File: src/sv/fvcc_pkg.sv
// Types, constants and tables for the flow vector colour coder
`default_nettype none
package fvcc_pkg;

	localparam int FLOW_BITS     = 20;
	localparam int PRESCALE_BITS = 20;
	localparam int CORDIC_W      = FLOW_BITS + PRESCALE_BITS + 3;
	localparam int MAG_W         = CORDIC_W - 1 - PRESCALE_BITS;
	localparam int INV_W         = 24;
	localparam int WHEEL_ENTRIES = 55;
	localparam int SEG_RY = 15;
	localparam int SEG_YG = 6;
	localparam int SEG_GC = 4;
	localparam int SEG_CB = 11;
	localparam int SEG_BM = 13;
	localparam int SEG_MR = 6;
	localparam logic [29:0] INV_GAIN = 30'd652032874;
	localparam logic [INV_W-1:0] INV_RESET = 24'd262144;

	typedef struct packed {
		logic signed [FLOW_BITS-1:0] flow_u;
		logic signed [FLOW_BITS-1:0] flow_v;
		logic                        unknown_flow;
	} flow_in_t;

	typedef struct packed {
		logic [7:0] red;
		logic [7:0] green;
		logic [7:0] blue;
	} rgb_out_t;

	typedef struct packed {
		logic valid;
		logic unknown;
	} lane_ctl_t;

	typedef logic [23:0] wheel_t [WHEEL_ENTRIES];

	function automatic logic [31:0] atan_turn(input logic [4:0] idx);
		logic [31:0] a;
		case (idx)
			5'd0:  a = 32'h20000000;
			5'd1:  a = 32'h12E4051E;
			5'd2:  a = 32'h09FB385B;
			5'd3:  a = 32'h051111D4;
			5'd4:  a = 32'h028B0D43;
			5'd5:  a = 32'h0145D7E1;
			5'd6:  a = 32'h00A2F61E;
			5'd7:  a = 32'h00517C55;
			5'd8:  a = 32'h0028BE53;
			5'd9:  a = 32'h00145F2F;
			5'd10: a = 32'h000A2F98;
			5'd11: a = 32'h000517CC;
			5'd12: a = 32'h00028BE6;
			5'd13: a = 32'h000145F3;
			5'd14: a = 32'h0000A2F9;
			5'd15: a = 32'h0000517D;
			5'd16: a = 32'h000028BE;
			5'd17: a = 32'h0000145F;
			5'd18: a = 32'h00000A30;
			5'd19: a = 32'h00000518;
			5'd20: a = 32'h0000028C;
			5'd21: a = 32'h00000146;
			5'd22: a = 32'h000000A3;
			5'd23: a = 32'h00000051;
			default: a = 32'h0;
		endcase
		return a;
	endfunction

	function automatic wheel_t build_wheel();
		wheel_t w;
		int r, g, b, i;
		for (int k = 0; k < WHEEL_ENTRIES; k++) begin
			if (k < SEG_RY) begin
				i = k; r = 255; g = 255 * i / SEG_RY; b = 0;
			end else if (k < SEG_RY + SEG_YG) begin
				i = k - SEG_RY; r = 255 - 255 * i / SEG_YG; g = 255; b = 0;
			end else if (k < SEG_RY + SEG_YG + SEG_GC) begin
				i = k - SEG_RY - SEG_YG; r = 0; g = 255; b = 255 * i / SEG_GC;
			end else if (k < SEG_RY + SEG_YG + SEG_GC + SEG_CB) begin
				i = k - SEG_RY - SEG_YG - SEG_GC; r = 0; g = 255 - 255 * i / SEG_CB; b = 255;
			end else if (k < SEG_RY + SEG_YG + SEG_GC + SEG_CB + SEG_BM) begin
				i = k - SEG_RY - SEG_YG - SEG_GC - SEG_CB; r = 255 * i / SEG_BM; g = 0; b = 255;
			end else begin
				i = k - SEG_RY - SEG_YG - SEG_GC - SEG_CB - SEG_BM;
				if (i >= SEG_MR)
					i = SEG_MR - 1;
				r = 255; g = 0; b = 255 - 255 * i / SEG_MR;
			end
			w[k] = {r[7:0], g[7:0], b[7:0]};
		end
		return w;
	endfunction

endpackage
`default_nettype wire

File: src/sv/fvcc_cordic_cell.sv
// One vectoring CORDIC cell: a micro-rotation and its register
`default_nettype none
module fvcc_cordic_cell
	import fvcc_pkg::*;
#(
	parameter int STAGE = 0
) (
	input  wire logic                       clk,
	input  wire logic                       arst_n,
	input  wire logic                       en,
	input  wire lane_ctl_t                  ctl_in,
	input  wire logic signed [CORDIC_W-1:0] x_in,
	input  wire logic signed [CORDIC_W-1:0] y_in,
	input  wire logic [31:0]                z_in,
	output lane_ctl_t                       ctl_out,
	output logic signed [CORDIC_W-1:0]      x_out,
	output logic signed [CORDIC_W-1:0]      y_out,
	output logic [31:0]                     z_out
);

	localparam logic [31:0] ATAN = atan_turn(5'(STAGE));

	logic signed [CORDIC_W-1:0] x_n, y_n;
	logic [31:0] z_n;
	lane_ctl_t ctl_q;
	logic signed [CORDIC_W-1:0] x_q, y_q;
	logic [31:0] z_q;

	always_comb begin
		if (y_in > 0) begin
			x_n = x_in + (y_in >>> STAGE);
			y_n = y_in - (x_in >>> STAGE);
			z_n = z_in + ATAN;
		end else begin
			x_n = x_in - (y_in >>> STAGE);
			y_n = y_in + (x_in >>> STAGE);
			z_n = z_in - ATAN;
		end
	end

	always_ff @(posedge clk or negedge arst_n) begin
		if (!arst_n) begin
			ctl_q <= '0;
		end else if (en) begin
			ctl_q <= ctl_in;
		end
	end

	always_ff @(posedge clk) begin
		if (en) begin
			x_q <= x_n;
			y_q <= y_n;
			z_q <= z_n;
		end
	end

	assign ctl_out = ctl_q;
	assign x_out   = x_q;
	assign y_out   = y_q;
	assign z_out   = z_q;

endmodule
`default_nettype wire

File: config.mk
export PLATFORM = sky130hd
export DESIGN_NAME = fvcc_cordic_cell
export DESIGN_NICKNAME = d
export VERILOG_FILES = /design/src/sv/fvcc_pkg.sv /design/src/sv/fvcc_cordic_cell.sv
export SDC_FILE = /design/constraint.sdc
export NUM_CORES = 1
export LEC_CHECK = 0
export BUFFER_PORTS_ARGS = -buffer_cell sky130_fd_sc_hd__buf_4
export CAP_MARGIN = 20
export CORE_UTILIZATION = 56
export CTS_BUF_LIST = sky130_fd_sc_hd__clkbuf_4 sky130_fd_sc_hd__clkbuf_8 sky130_fd_sc_hd__clkbuf_16
export DETAILED_ROUTE_END_ITERATION = 8
export PLACE_DENSITY = 0.84
export SKIP_CTS_REPAIR_TIMING = 1
export SYNTH_ARGS = -nofsm -noshare
export SYNTH_HDL_FRONTEND = slang
export SYNTH_SLANG_ARGS = --single-unit
File: constraint.sdc
create_clock -name clk -period 0.8 [get_ports clk]
set_input_delay 0.24 -clock clk [delete_from_list [all_inputs] [get_ports clk]]
set_output_delay 0.24 -clock clk [all_outputs]
set_load 0.1 [all_outputs]
==> results of run 1 <==
==> Yosys cell counts (all sizes together) (4+ instances only) <==
library cell  count  area share (%)
nand3            15            0.64
o21a              7            0.45
nand2b           10            0.54
nand2            73             2.3
inv             131             4.2
o31ai            18             1.2
a221oi            7            0.63
o221ai            7            0.63
a21oi           179             7.9
a211oi           20             1.5
clkbuf           27            0.87
a2111oi           5            0.70
nor2            103             3.3
nor3             27             1.2
a221o             5            0.43
xnor2            76             5.7
or2               5            0.27
nor2b             8            0.43
nor4             20             1.2
nand3b            5            0.32
edfxtp          117              30
o221a             4            0.39
a21o             22             1.4
o211ai           17             1.2
fa                4            0.69
a21boi           14            0.93
or3               4            0.21
nand4            26             1.4
buf              35             1.7
mux2i            24             2.1
o21bai           27             1.7
o21ai            85             3.6
ha              126              14
a211o             5            0.37
and2              4            0.21
o31a              4            0.30
a31oi            10            0.72
xor2              7            0.53
==> cells by family after synthesis <==
logic type / synth area share (%)
fa+ha+maj: 14.2
compound gates: 27.2
buf+inv: 6.76
xor+xnor: 6.23
mux: 2.25
simple gates: 12.9
flops: 30.5
==> through the flow <==
stage	util, %	std cells	hold WS [ps]	cell area, µm²	TNS (ps)
2_1_floorplan	-	1333	-55.6	12600	-158840
3_3_place_gp	88.5	2265	21.7	18000	-194410
3_5_place_dp	88.5	2265	24.6	18000	-213420
4_1_cts	91.3	2297	-431	18600	-213830
==> metal layers <==
metal  GRT overflow  track usage [%]
met5              0             24.1
met4             20             64.9
met3              1             51.1
met2             15             89.7
met1              0             73.0
==> impl_metrics.tcl, run 1 <==
set metrics [dict create \
    cts_buffers 17 \
    grt.total_usage_pct 70.5 \
    routabilityCongestion 1.05 \
    avgSynthCellArea_um2 8.76 \
    error_line "[ERROR GRT-0116] Global routing finished with congestion. Check the congestion regions in the DRC Viewer." \
    root_buffer "clkbuf_16" \
    die_y_um 146 \
    syn-cell-area_um2 11700 \
    synth-async-reset-ratio_pct 1.68 \
    die_x_um 146 \
    synth_enable_flop_cells 117 \
    grt_max_degree 46 \
    hpwl_um 43200 \
    synthCells 1333 \
    failed_stage "global routing (5_1_grt)" \
    yosys_register_bits 119 \
    ios 243 \
    grt_pass1_wl_um 113000 \
    synth.net_count 1586 \
    ctsLongestPathBuffers 2 \
    num_rows 52 \
    ys.flop_type "edfxtp_1" \
    outcome "aborted with a tool error" \
    synth_cell_types 95 \
    grt_pass1_vias 18300 \
    dp_slack_ps -2460 \
    clock-sinks 119 \
    htree_num_levels 4 \
    port_buffers 242 \
    synth_seq_area_share_pct 30.5 \
    start_util_pct 57.3 \
    ys_warn_count 0 \
    overflow 36 \
]
==> run 2, diff against run 1 <==
--- a/config.mk
+++ b/config.mk
@@ -7,10 +7,9 @@
 export LEC_CHECK = 0
 export BUFFER_PORTS_ARGS = -buffer_cell sky130_fd_sc_hd__buf_4
 export CAP_MARGIN = 20
-export CORE_UTILIZATION = 56
-export CTS_BUF_LIST = sky130_fd_sc_hd__clkbuf_4 sky130_fd_sc_hd__clkbuf_8 sky130_fd_sc_hd__clkbuf_16
+export CORE_UTILIZATION = 40
 export DETAILED_ROUTE_END_ITERATION = 8
-export PLACE_DENSITY = 0.84
+export PLACE_DENSITY_LB_ADDON = 0.15
 export SKIP_CTS_REPAIR_TIMING = 1
 export SYNTH_ARGS = -nofsm -noshare
 export SYNTH_HDL_FRONTEND = slang
==> run 2 against run 1 <==
  * The flow now finishes, with violations (negative setup slack)
  * Synthesized area unchanged
  * Synthesized cell count unchanged
==> impl_metrics.tcl, run 2 <==
set metrics [dict create \
    routabilityCongestion 0.983 \
    switching_share_pct 46.5 \
    tns_ps -184760 \
    cpPeakStageDelay_ps 400 \
    final_common_cell "buf_4" \
    synth-async-reset-ratio_pct 1.68 \
    clkTransAtPathRegs_ps 70 \
    busiest_layer "met2" \
    overflow 0 \
    grtUsageMet2_pct 50.3 \
    grt.total_usage_pct 32.1 \
    crit_fanout 5 \
    ctsLongestPathBuffers 2 \
    clock_power_share_pct 20.7 \
    die_y_um 173 \
    path_cells "buf_4 -> buf_4 -> ha_1 -> a21oi_1 -> o21ai_1 -> a2111oi_4 -> o211ai_2 -> a2bb2oi_2 -> buf_6 -> a221oi_4 -> a31oi_2 -> o32ai_2 -> xnor2_1" \
    num_rows 62 \
    synth_enable_flop_cells 117 \
    fillerInstances 1953 \
    synth.net_count 1586 \
    drtIter0Drc 1412 \
    worstMarginPinSlew_ps 601 \
    cts_buffers 17 \
    mostFrequentLayoutCells "buf_4, buf_6, edfxtp_1" \
    switchingPower_mw 18.7 \
    port_buffers 242 \
    die_x_um 173 \
    dp_slack_ps -2560 \
    outcome "finished, violations left" \
    coreArea_um2 28700 \
    largest_register_ffs 43 \
    violations "negative setup slack" \
    fin_ws_ps -1930 \
    drt-wirelength-per-cell_um 21.0 \
    wirelength_um 54100 \
    syn-cell-area_um2 11700 \
    n_antenna_cell 0 \
    vias 14200 \
    yosysTopAreaCell "edfxtp_1" \
    p_int_mw 21.5 \
    clock-sinks 119 \
    fin_nets 2434 \
    critPathTopFamily "compound AO/OA/AOI/OAI gates" \
    worstPathRequired_ps 980 \
    end_kind "register" \
    avgSynthCellArea_um2 8.76 \
    cp_slowest_cell "a2111oi_4" \
    synth_area_leaders "edfxtp_1, ha_1, a21oi_1, xnor2_1, inv_1" \
    synthCells 1333 \
    min_path_type "in -> reg" \
    ios 243 \
    dieArea_um2 29900 \
    grt_pass1_wl_um 73100 \
    use_met1_pct 45.3 \
    ys_warn_count 0 \
    synth_top_area_share_pct 30.1 \
    met3_usage_pct 4.16 \
    cp-start-kind "primary input" \
    regArea_um2 3570 \
    p_leak_nw 9.88 \
    synthToLayoutAreaGrowth_pct 91.7 \
    htree_num_levels 4 \
    post-route-period-util_pct 341 \
    max_freq_mhz 366 \
    ys.flop_type "edfxtp_1" \
    vdd_drop_max_v 0.00125 \
    antenna_found_initial 1 \
    grt_pass1_vias 12800 \
    drive_gt1_share_pct 55.8 \
    min_period_ps 2730 \
    cts_tree "yes" \
    finalSetupViolCount 208 \
    cp.arrival_ps 2920 \
    p_comb_share_pct 57.7 \
    synth_seq_area_share_pct 30.5 \
    max_slew_margin_pct 59.6 \
    synthTopCellsByCount "a21oi_1, ha_1, inv_1, edfxtp_1, nor2_1" \
    yosys_register_bits 119 \
    grt_max_degree 40 \
    viasPerCell 5.50 \
    slew_violations 0 \
    insertion_delay_ps 440 \
    synth_cell_types 95 \
    rsz0062_at_grt "yes" \
    drt_first_pass_iters 5 \
    cp_num_buf_inv 3 \
    root_buffer "clkbuf_16" \
    critPathKind "in -> reg" \
    seqPwrFrac_pct 21.6 \
    hpwl_um 41100 \
    powerDensity_nw_per_um2 1790 \
    drtAntennaViolNets 0 \
    clock_skew_ps 0 \
    cap_viol_max_count 0 \
    remaining_drc_errors 0 \
    multi_input_area_um2 9360 \
    start_util_pct 40.7 \
    final_hold_viol_count 0 \
    yosysMostFrequentCell "a21oi_1" \
    path_common_cell "buf_4" \
]
-- run 2: cell counts after synthesis --
Identical to the previous run, type by type.
-- run 2: cells by family after synthesis --
kind of cell               share of synthesized area [%]
AOI/OAI and AO/OA                                   27.2
xor gates and xnor gates                            6.23
adders and majority gates                           14.2
buffers and inverters                               6.76
DFF                                                 30.5
muxes                                               2.25
and+or+nand+nor                                     12.9
-- run 2: cell type report --
type / count / area share, %
multi-input combinational: 1020 / 41.8
tap: 384 / 2.15
timing repair buffer: 891 / 34.9
inverter: 132 / 2.50
sequential: 119 / 16.0
clock inverter: 15 / 0.771
clock buffer: 17 / 1.90
-- run 2: path summary, 6_finish.rpt --
kind	startpoint	endpoint	depth (start not counted)	slack, ps
setup reg to reg	ctl_out[1]	ctl_out[1]	1	-80
setup / recovery	x_in[8]	x_out[40]	13	-1930
min in group asynchronous	arst_n	ctl_out[1]	2	150
max in group asynchronous	arst_n	ctl_out[0]	2	550
hold / removal	ctl_in[0]	ctl_out[0]	2	30
hold reg to reg	ctl_out[0]	ctl_out[0]	1	600
-- run 2: through the flow --
step / utilization (%) / hold slack, ps / instances / area [µm²] / total power, mW
2_1_floorplan: - / -55.6 / 1333 / 12600 / 21.1
3_3_place_gp: 65.1 / 21.9 / 2454 / 18700 / 28.2
3_5_place_dp: 65.1 / 24.3 / 2454 / 18700 / 28.3
4_1_cts: 67.1 / -439 / 2486 / 19300 / 36.6
5_1_grt: 78.0 / 35.6 / 2578 / 22400 / 41.3
6_report: 78.0 / 34.5 / 2578 / 22400 / 40.2
-- run 2: power groups by stage --
stage               Combinational (mW)  Sequential [mW]  Clock (mW)
finish                            23.2             8.66        8.32
floorplan                         5.93             15.1           0
detailed placement                19.7             8.56           0
global placement                  19.6             8.55           0
CTS                               19.8             8.45        8.30
global route                      24.0             8.74        8.53
-- run 2: per-layer routing --
layer	vias up	wire length (µm)
met2	610	25100
met1	6865	23800
met3	110	3320
met5	-	11
li1	6580	-
met4	2	1970
(Power assumes the default switching activity.)
